**src/hw/rtl/pfp_pkg.sv**
```systemverilog
// shared types and constants for the pose frame parser
package pfp_pkg;

    localparam int PAYLOAD_BYTES = 24;
    localparam int NUM_WORDS     = PAYLOAD_BYTES / 4;
    localparam int IDX_W         = $clog2(PAYLOAD_BYTES);
    localparam int MASK_W        = 5;

    localparam logic [7:0] HDR_FIRST  = 8'h0D;
    localparam logic [7:0] HDR_SECOND = 8'h0A;
    localparam logic [7:0] TRL_FIRST  = 8'h0A;
    localparam logic [7:0] TRL_SECOND = 8'h0D;

    localparam logic [IDX_W-1:0] LAST_IDX = IDX_W'(PAYLOAD_BYTES - 1);

    // payload word order
    localparam int W_YAW   = 0;
    localparam int W_PITCH = 1;
    localparam int W_ROLL  = 2;
    localparam int W_A     = 3;
    localparam int W_B     = 4;
    localparam int W_RATE  = 5;

    // update mask bits
    localparam int M_POS   = 0;
    localparam int M_YAW   = 1;
    localparam int M_PITCH = 2;
    localparam int M_ROLL  = 3;
    localparam int M_RATE  = 4;

    localparam logic [MASK_W-1:0] MASK_RESET = 5'b11111;

    typedef enum logic [4:0] {
        PH_HUNT = 5'b00001,
        PH_HDR2 = 5'b00010,
        PH_DATA = 5'b00100,
        PH_TRL1 = 5'b01000,
        PH_TRL2 = 5'b10000
    } phase_t;

    typedef logic [NUM_WORDS-1:0][31:0] word_arr_t;

    typedef struct packed {
        logic      commit;
        word_arr_t words;
    } frame_t;

endpackage

```
**src/hw/rtl/pfp_framer.sv**
```systemverilog
// byte framing state machine and payload byte store
module pfp_framer import pfp_pkg::*; (
    input  logic       aclk,
    input  logic       aresetn,
    input  logic       byte_acc,
    input  logic [7:0] rx_byte,
    output frame_t     frame
);

    phase_t           phase_reg, phase_next;
    logic [IDX_W-1:0] idx_reg, idx_next;
    logic [7:0]       store_reg [PAYLOAD_BYTES];
    logic             store_we;
    logic             commit;

    always_comb begin
        phase_next = phase_reg;
        idx_next   = idx_reg;
        store_we   = 1'b0;
        commit     = 1'b0;
        case (phase_reg)
            PH_HUNT: begin
                phase_next = (rx_byte == HDR_FIRST) ? PH_HDR2 : PH_HUNT;
            end
            PH_HDR2: begin
                if (rx_byte == HDR_SECOND) begin
                    idx_next   = '0;
                    phase_next = PH_DATA;
                end else if (rx_byte != HDR_FIRST) begin
                    phase_next = PH_HUNT;
                end
            end
            PH_DATA: begin
                store_we = 1'b1;
                if (idx_reg >= LAST_IDX) begin
                    idx_next   = '0;
                    phase_next = PH_TRL1;
                end else begin
                    idx_next = idx_reg + 1'b1;
                end
            end
            PH_TRL1: begin
                phase_next = (rx_byte == TRL_FIRST) ? PH_TRL2 : PH_HUNT;
            end
            PH_TRL2: begin
                phase_next = PH_HUNT;
                commit     = (rx_byte == TRL_SECOND);
            end
            default: begin
                phase_next = PH_HUNT;
            end
        endcase
    end

    always_ff @(posedge aclk) begin
        if (!aresetn) begin
            phase_reg <= PH_HUNT;
            idx_reg   <= '0;
        end else if (byte_acc) begin
            phase_reg <= phase_next;
            idx_reg   <= idx_next;
        end
    end

    // no reset: every byte is written before a commit reads it
    always_ff @(posedge aclk) begin
        if (byte_acc && store_we) begin
            store_reg[idx_reg] <= rx_byte;
        end
    end

    // little-endian words
    always_comb begin
        for (int w = 0; w < NUM_WORDS; w++) begin
            frame.words[w] = {store_reg[4*w+3], store_reg[4*w+2],
                              store_reg[4*w+1], store_reg[4*w]};
        end
        frame.commit = byte_acc && commit;
    end

    a_phase_onehot: assert property (@(posedge aclk) disable iff (!aresetn)
        $onehot(phase_reg))
        else $error("frame phase not one-hot");

    a_idx_range: assert property (@(posedge aclk) disable iff (!aresetn)
        idx_reg <= LAST_IDX)
        else $error("payload index out of range");

    a_data_end: assert property (@(posedge aclk) disable iff (!aresetn)
        byte_acc && phase_reg == PH_DATA && idx_reg == LAST_IDX |=> phase_reg == PH_TRL1)
        else $error("payload phase did not end after last byte");

endmodule

```
**src/hw/rtl/pfp_pose.sv**
```systemverilog
// pose registers with update mask, doubling as the result register
module pfp_pose import pfp_pkg::*; (
    input  logic              aclk,
    input  logic              aresetn,
    input  logic              cfg_wr_en,
    input  logic [MASK_W-1:0] cfg_wr_data,
    input  frame_t            frame,
    input  logic              out_ready,
    output logic              out_valid,
    output logic [31:0]       x_bits,
    output logic [31:0]       y_bits,
    output logic [31:0]       yaw_bits,
    output logic [31:0]       pitch_bits,
    output logic [31:0]       roll_bits,
    output logic [31:0]       rate_bits
);

    logic [MASK_W-1:0] mask_reg;
    logic              valid_reg;
    logic [31:0]       x_reg, y_reg, yaw_reg, pitch_reg, roll_reg, rate_reg;

    always_ff @(posedge aclk) begin
        if (!aresetn) begin
            mask_reg <= MASK_RESET;
        end else if (cfg_wr_en) begin
            mask_reg <= cfg_wr_data;
        end
    end

    always_ff @(posedge aclk) begin
        if (!aresetn) begin
            valid_reg <= 1'b0;
        end else if (frame.commit) begin
            valid_reg <= 1'b1;
        end else if (out_ready) begin
            valid_reg <= 1'b0;
        end
    end

    always_ff @(posedge aclk) begin
        if (!aresetn) begin
            x_reg     <= '0;
            y_reg     <= '0;
            yaw_reg   <= '0;
            pitch_reg <= '0;
            roll_reg  <= '0;
            rate_reg  <= '0;
        end else if (frame.commit) begin
            if (mask_reg[M_POS]) begin
                x_reg <= frame.words[W_B];
                y_reg <= frame.words[W_A] ^ 32'h8000_0000;
            end
            if (mask_reg[M_YAW]) begin
                yaw_reg <= frame.words[W_YAW];
            end
            if (mask_reg[M_PITCH]) begin
                pitch_reg <= frame.words[W_PITCH];
            end
            if (mask_reg[M_ROLL]) begin
                roll_reg <= frame.words[W_ROLL];
            end
            if (mask_reg[M_RATE]) begin
                rate_reg <= frame.words[W_RATE];
            end
        end
    end

    assign out_valid  = valid_reg;
    assign x_bits     = x_reg;
    assign y_bits     = y_reg;
    assign yaw_bits   = yaw_reg;
    assign pitch_bits = pitch_reg;
    assign roll_bits  = roll_reg;
    assign rate_bits  = rate_reg;

    a_commit_shows: assert property (@(posedge aclk) disable iff (!aresetn)
        frame.commit |=> valid_reg)
        else $error("committed frame not presented");

    a_no_overwrite: assert property (@(posedge aclk) disable iff (!aresetn)
        valid_reg && !out_ready |-> !frame.commit)
        else $error("pending result overwritten");

    a_hold_idle: assert property (@(posedge aclk) disable iff (!aresetn)
        !$past(frame.commit) |-> $stable(x_reg) && $stable(yaw_reg) && $stable(rate_reg))
        else $error("pose changed without a commit");

endmodule

```
**src/hw/rtl/pose_frame_parser.sv**
```systemverilog
// top level of the pose frame parser
// Takes one received byte per cycle while s_ready is high and hunts for frames
// of 0x0D 0x0A, 24 payload bytes, 0x0A 0x0D. Each byte is handled in the cycle
// it is accepted, so the rate is one byte per cycle unless a result stalls it.
// A completed frame loads the enabled pose groups and presents all six pose
// words from the result register in the cycle after the closing byte; while
// that result waits unread, the next byte is still taken as it is drained.
// update_mask may be written at any time the block is idle.
module pose_frame_parser import pfp_pkg::*; (
    input  logic              aclk,
    input  logic              aresetn,
    input  logic              cfg_wr_en,
    input  logic [MASK_W-1:0] cfg_wr_data,
    input  logic              s_valid,
    output logic              s_ready,
    input  logic [7:0]        s_rx_byte,
    output logic              m_valid,
    input  logic              m_ready,
    output logic [31:0]       m_x_bits,
    output logic [31:0]       m_y_bits,
    output logic [31:0]       m_yaw_bits,
    output logic [31:0]       m_pitch_bits,
    output logic [31:0]       m_roll_bits,
    output logic [31:0]       m_rate_bits
);

    frame_t frame;
    logic   byte_acc;

    // a byte is taken unless a result is stuck at the output
    assign s_ready  = !m_valid || m_ready;
    assign byte_acc = s_valid && s_ready;

    pfp_framer u_framer (
        .aclk    (aclk),
        .aresetn (aresetn),
        .byte_acc(byte_acc),
        .rx_byte (s_rx_byte),
        .frame   (frame)
    );

    pfp_pose u_pose (
        .aclk       (aclk),
        .aresetn    (aresetn),
        .cfg_wr_en  (cfg_wr_en),
        .cfg_wr_data(cfg_wr_data),
        .frame      (frame),
        .out_ready  (m_ready),
        .out_valid  (m_valid),
        .x_bits     (m_x_bits),
        .y_bits     (m_y_bits),
        .yaw_bits   (m_yaw_bits),
        .pitch_bits (m_pitch_bits),
        .roll_bits  (m_roll_bits),
        .rate_bits  (m_rate_bits)
    );

endmodule
```
**config.mk**
```make
export PLATFORM = sky130hd
export DESIGN_NAME = pose_frame_parser
export DESIGN_NICKNAME = d
export VERILOG_FILES = /design/src/hw/rtl/pfp_pkg.sv /design/src/hw/rtl/pfp_framer.sv /design/src/hw/rtl/pfp_pose.sv /design/src/hw/rtl/pose_frame_parser.sv
export SDC_FILE = /design/constraint.sdc
export NUM_CORES = 1
export LEC_CHECK = 0
export BUFFER_PORTS_ARGS = -buffer_cell sky130_fd_sc_hd__buf_2
export CORE_ASPECT_RATIO = 0.75
export CORE_UTILIZATION = 25
export CTS_BUF_LIST = sky130_fd_sc_hd__clkbuf_4 sky130_fd_sc_hd__clkbuf_8
export DETAILED_ROUTE_END_ITERATION = 12
export GPL_TIMING_DRIVEN = 0
export SLEW_MARGIN = 10
export SYNTH_ARGS = -nofsm -noshare
export SYNTH_HDL_FRONTEND = slang
export SYNTH_SLANG_ARGS = --single-unit
```
**constraint.sdc**
```tcl
create_clock -name aclk -period 2.3 [get_ports aclk]
set_input_delay 0.23 -clock aclk [delete_from_list [all_inputs] [get_ports aclk]]
set_output_delay 0.23 -clock aclk [all_outputs]
set_load 0.05 [all_outputs]
```
# [Yosys cells after proc, flatten, opt, wreduce, memory -nomap -nowiden]
# Memory sizes are Yosys's and may differ from the RTL's. A register that Yosys moved wholly into a read port is not among the register bits.
# Index checks and enable logic that the tools add are counted.
# Widths: inputs -> output; s select.
[totals] register_bits=48 mem_bits_rw=192 mem_count=1
[classes] n_addsub=1 magnitude_cmp=1 n_eq_ne=11 muxes=15 bitwise=1 reduce_logical=37
[mem_list] memory="u_framer.store_reg" words=24 width=8 read_ports=24 rd_clocked_by_memory_dff=23 write_ports=1 line_no="pfp_framer.sv:12" text="logic [7:0] store_reg [PAYLOAD_BYTES];"
[op_table] op="$mux 5" count=6
[op_table] op="$logic_not 1->1" count=24
[op_table] op="$pmux 5 s4" count=1
[op_table] op="$eq 8x4->1 const B" count=2
[op_table] op="$pmux 5 s2" count=1
[op_table] op="$reduce_and 2->1" count=5
[op_table] op="$ne 8x4->1 const B" count=1
[op_table] op="$mux 1" count=6
[op_table] op="$reduce_and 3->1" count=2
[op_table] op="$add 5x1->5 const B" count=1
[op_table] op="$eq 5x1->1 const B" count=1
[op_table] op="$eq 5x2->1 const B" count=1
[op_table] op="$eq 5x3->1 const B" count=1
[op_table] op="$eq 5x4->1 const B" count=1
[op_table] op="$eq 5x5->1 const B" count=1
[op_table] op="$ge 5x5->1 const B" count=1
[op_table] op="$ne 2x1->1 const B" count=2
[op_table] op="$reduce_bool 2->1" count=2
[op_table] op="$logic_and 1x1->1" count=3
[op_table] op="$ne 3x1->1 const B" count=1
[op_table] op="$mux 2" count=1
[op_table] op="$logic_or 1x1->1" count=1
[op_table] op="$not 1->1" count=1

# [Logic depth before layout (Yosys ltp)]
[logic_depth] depth_word=6 depth_mapped=8 ltp_nobuf=6

# [By module]
# From an unflattened synthesis, not the netlist that was laid out.
[unflattened] hier_cells=1222 hier_area_um2=14564.0
[modules_own_cells] mod="pfp_pose" n_inst=1 cells_each=898 area_each_um2=7851.3
[modules_own_cells] mod="pfp_framer" n_inst=1 cells_each=322 area_each_um2=6690.2
[modules_own_cells] mod="pose_frame_parser" n_inst=1 cells_each=2 area_each_um2=22.5

# [Worst setup path after synthesis]
# OpenSTA, ideal clock, no wires.
[synth_timing] kind="register to register" start="register u_pose.valid_reg, in the netlist u_pose.out_valid" end="memory u_framer.store_reg[15][0], enable pin" setup_ps=370 arrival_ps=1914 t_required_ps=1930 path_slack_ps=16 path_stages_with_launch=6 n_path_buf=0 path_cell_list="dfxtp_1 > nor2b_1 > inv_1 > and4_1 > nand2_1 > nor2_1"
[synth_via] elab_chain_cells=6
[synth_lines] item="start: declaration" line_no="pfp_pose.sv:19" text="logic valid_reg;"
[synth_lines] item="start signal: assignment" line_no="pfp_pose.sv:32" text="valid_reg <= 1'b0;"
[synth_lines] item="start signal: assignment" line_no="pfp_pose.sv:34" text="valid_reg <= 1'b1;"
[synth_lines] item="start signal: assignment" line_no="pfp_pose.sv:36" text="valid_reg <= 1'b0;"
[synth_lines] item="$logic_not 1->1" line_no="pose_frame_parser.sv:31" text="assign s_ready = !m_valid || m_ready;"
[synth_lines] item="$logic_or 1x1->1" line_no="pose_frame_parser.sv:31"
[synth_lines] item="net s_ready" line_no="pose_frame_parser.sv:15" text="output logic s_ready,"
[synth_lines] item="$logic_and 1x1->1" line_no="pose_frame_parser.sv:32" text="assign byte_acc = s_valid && s_ready;"
[synth_lines] item="$logic_and 1x1->1" line_no="pfp_framer.sv:67" text="if (byte_acc && store_we) begin"
[synth_lines] item="$mux 1" line_no="pfp_framer.sv:67"
[synth_lines] item="$mux 1 (implied by the code)" line_no="pfp_framer.sv:68" text="store_reg[idx_reg] <= rx_byte;"
[synth_lines] item="end: declaration" line_no="pfp_framer.sv:12"
# The timed path passes the listed nets, and every way through them passes these cells.

# [Worst setup path in the final report]
[layout_timing] start="input port s_rx_byte[4]" end="register u_pose.x_reg[21], in the netlist u_pose.x_bits[21] (read register of u_framer.store_reg)"
[layout_via] elab_chain_cells=4
[layout_lines] item="start: declaration" line_no="pose_frame_parser.sv:16" text="input logic [7:0] s_rx_byte,"
[layout_lines] item="$eq 8x4->1" line_no="pfp_framer.sv:47" text="commit = (rx_byte == TRL_SECOND);"
[layout_lines] item="$mux 1" line_no="pfp_framer.sv:21" text="case (phase_reg)"
[layout_lines] item="$logic_and 1x1->1" line_no="pfp_framer.sv:78" text="frame.commit = byte_acc && commit;"
[layout_lines] item="$reduce_and 2->1 (no source line)"
[layout_lines] item="end: declaration" line_no="pfp_pose.sv:20" text="logic [31:0] x_reg, y_reg, yaw_reg, pitch_reg, roll_reg, rate_reg;"
# No other way between the ends.
# A chain may end at the register's enable or synchronous reset.

==> metrics.yaml <==
outcome:
  status: "finished clean"
die:
  ios: 212
  core_um2: 55090
  rows: 74
  initial_core_util_pct: 25.58
  die_x_um: 276.1
  die_area_um2: 57320
  die_y_um: 207.6
timing:
  clock.fmax_mhz: 463.9
  hold_viol: 0
  drv_slew: 0
  worstMarginPinSlew_ns: 1.023
  final.period_utilization_pct: 93.73
  setup_viol: 0
  skew_ns: 0.02823
  rsz0062_at_grt: "no"
  final.min_clock_period_ns: 2.156
  slew_headroom_pct: 31.79
critical_path:
  ff2ff_path_depth: 7
  cp_cell_sequence: "buf_2 > or4b_4 > nor4_4 > buf_4 > nand3_1 > buf_4 > buf_2 > mux2i_1 > nor2b_1"
  worstSetupEndpointType: "register"
  setup.worst_path.start_class: "input port"
  critPathSlowestCell: "or4b_4"
  arrival_ns: 2.68
  r2r_slack_ns: 0.17
  slowest_delay_ns: 0.70
  required_ns: 2.82
  cp.depth: 9
  r2r_start: "u_pose.out_valid"
  cpLargestDelayFamily: "buffers and inverters"
  path_max_fanout: 25
  endpoint: "u_pose.x_bits[21]"
  worst-path-buf-inv: 4
  startpoint: "s_rx_byte[4]"
  rr_endpoint: "u_pose.x_bits[21]"
  critPathKind: "in -> reg"
grt:
  grt_pass1_wl_um: 59570
  antenna_found_initial: 5
  grt-ovfl-total: 0
  grt_max_degree: 28
  first_global_vias: 8805
  grt_use_total_pct: 14.41
power:
  powerDensity_nw_per_um2: 807.7
  p_comb_share_pct: 2.1
  p_switching_mw: 3.219
  p_sw_share_pct: 21.68
  clkPwrFrac_pct: 47.6
  p_seq_share_pct: 50.3
  p_total_mw: 14.85
  p_int_mw: 11.63
  p_leak_nw: 8.117
  peakVddDrop_mv: 0.5127
synthesis:
  syn_nets: 988
  synth_edf_count: 192
  ys_warn_count: 0
  synth.distinct_cells: 44
  ys_seq_area_share_pct: 70.47
  async_reset_ff_share_pct: 0
  netlist_area_um2: 14090
  synth_area_per_cell_um2: 14.59
  ys_ff_latch: 400
  ys.flop_type: "dfxtp_1"
  netlist_instances: 966
finish:
  n_fill_cell: 5418
  final_cell_mix: "buf_2 (221), dfxtp_1 (207), mux2i_1 (200), nor2b_1 (197), edfxtp_1 (192)"
  syn2layout_area_growth_pct: 30.46
  fin_nets: 1306
  final_common_cell: "buf_2"
  seqCellArea_um2: 9931
  largest_register_ffs: 192
  final_area_um2: 18380
  drive_gt1_share_pct: 31.32
  multi_input_area_um2: 4161
  fin_util_pct: 33.37
clocking:
  clk_path_buf_depth: 3
  cts_sinks: 400
  cts_buffers: 69
  cts-root-buf: "clkbuf_8"
  cts_tree: "built"
  clk_pin_slew_ns: 0.06
  htree_levels: 3
  clock_latency_ns: 0.64
placement:
  place_congestion: 0.7860
  placed_cell_area_um2: 16040
  io_buffer_count: 210
  dp_hpwl_um: 26440
detailed_routing:
  vias: 8672
  routedWlPerCell_um: 20.12
  via_per_inst: 4.206
  drc: 0
  first_pass_iters: 5
  wl_um: 41490
  drt-initial-drc-count: 431
  ant_nets: 0
min_path:
  hp-class: "in -> reg"
run:
  cap_violations: 0
## power by group through the flow
stage          Sequential (mW)  Combinational [mW]  Clock [mW]
2_1_floorplan             7.61               0.102           0
3_3_place_gp              7.61               0.301           0
3_5_place_dp              7.61               0.304           0
4_1_cts                   7.46               0.328        7.34
5_1_grt                   7.46               0.339        7.64
6_report                  7.46               0.314        7.07
## stage by stage
stage	hold WS [ns]	setup WS, ns	instances	TNS (ns)
after global routing	0.06527	0.02515	2060	0
after floorplan	0.3289	0.01627	966	0
after CTS	0.03620	-0.09331	2046	-2.817
after global placement	0.4552	-0.8891	1898	-209.52
final	0.1158	0.1443	2062	0
after detailed placement	0.4546	-0.9165	1898	-228.54
## per-layer routing
layer / part of all wire [%] / global-route usage, % / up-vias / wire (um)
li1: - / - / 4058 / -
met2: 45 / 21.85 / 246 / 18700
met1: 47 / 19.28 / 4301 / 19370
met4: 2.3 / 4.912 / 0 / 956
met3: 5.9 / 4.626 / 67 / 2458
met5: 0 / 0 / - / 0
## synth_stat cells (all sizes together) (3+ instances only)
master	instances	area share (%)
o221a	3	0.24
clkbuf	27	0.72
inv	5	0.13
nor2b	197	8.7
edfxtp	192	41
nand3	9	0.32
ha	4	0.36
o21ai	4	0.14
dfxtp	208	30
nor2	36	0.96
nor4	3	0.24
mux2i	200	14
nor3	4	0.14
buf	20	0.76
nand2	19	0.51
nand3b	3	0.16
o31ai	3	0.16
nor3b	3	0.16
## how the worst min path moves through the flow
stage	end	start	slack, ns	cells after the start
finish	u_framer.store_reg[2][2]	s_rx_byte[2]	0.12	1
global route	u_framer.store_reg[1][0]	s_rx_byte[0]	0.07	1
CTS	u_pose.out_valid	m_ready	0.04	4
detailed placement	u_pose.mask_reg[3]	cfg_wr_data[3]	0.45	3
global placement	u_pose.mask_reg[2]	cfg_wr_data[2]	0.46	3
floorplan	u_framer.store_reg[0][0]	s_rx_byte[0]	0.33	0
## what timing repair did
| action | in CTS | in global routing |
|---|---|---|
| endpoints found under the setup margin | 312 | 359 |
| buffers inserted | 11 | 15 |
| pin swaps | 9 | 15 |
| endpoints found under the hold margin | 7 | 0 |
| gates resized for setup | 62 | 5 |
| hold buffers | 12 | 0 |
## area by class of cell
cell class / count / area share [%]
flip-flops and latches: 400 / 54.03
clock inverters: 26 / 1.429
multi-input cells: 514 / 22.64
repair buffers: 248 / 8.903
well taps: 722 / 4.915
clock buffers: 99 / 6.800
diodes: 2 / 0.02723
plain buffers: 46 / 1.157
inverters: 5 / 0.1021
## kinds of logic (layout without fill, tap and decap cells)
logic type	Yosys count	after routing	synth area share, %
buf+inv	52	424	1.616
simple gates	286	286	11.89
xor+xnor	1	1	0.06217
flops	400	400	70.47
fa+ha+maj	4	4	0.3552
other cells	0	2	0
mux	200	200	14.21
compound gates	23	23	1.394
No activity file was read; power rests on OpenSTA's default activity.
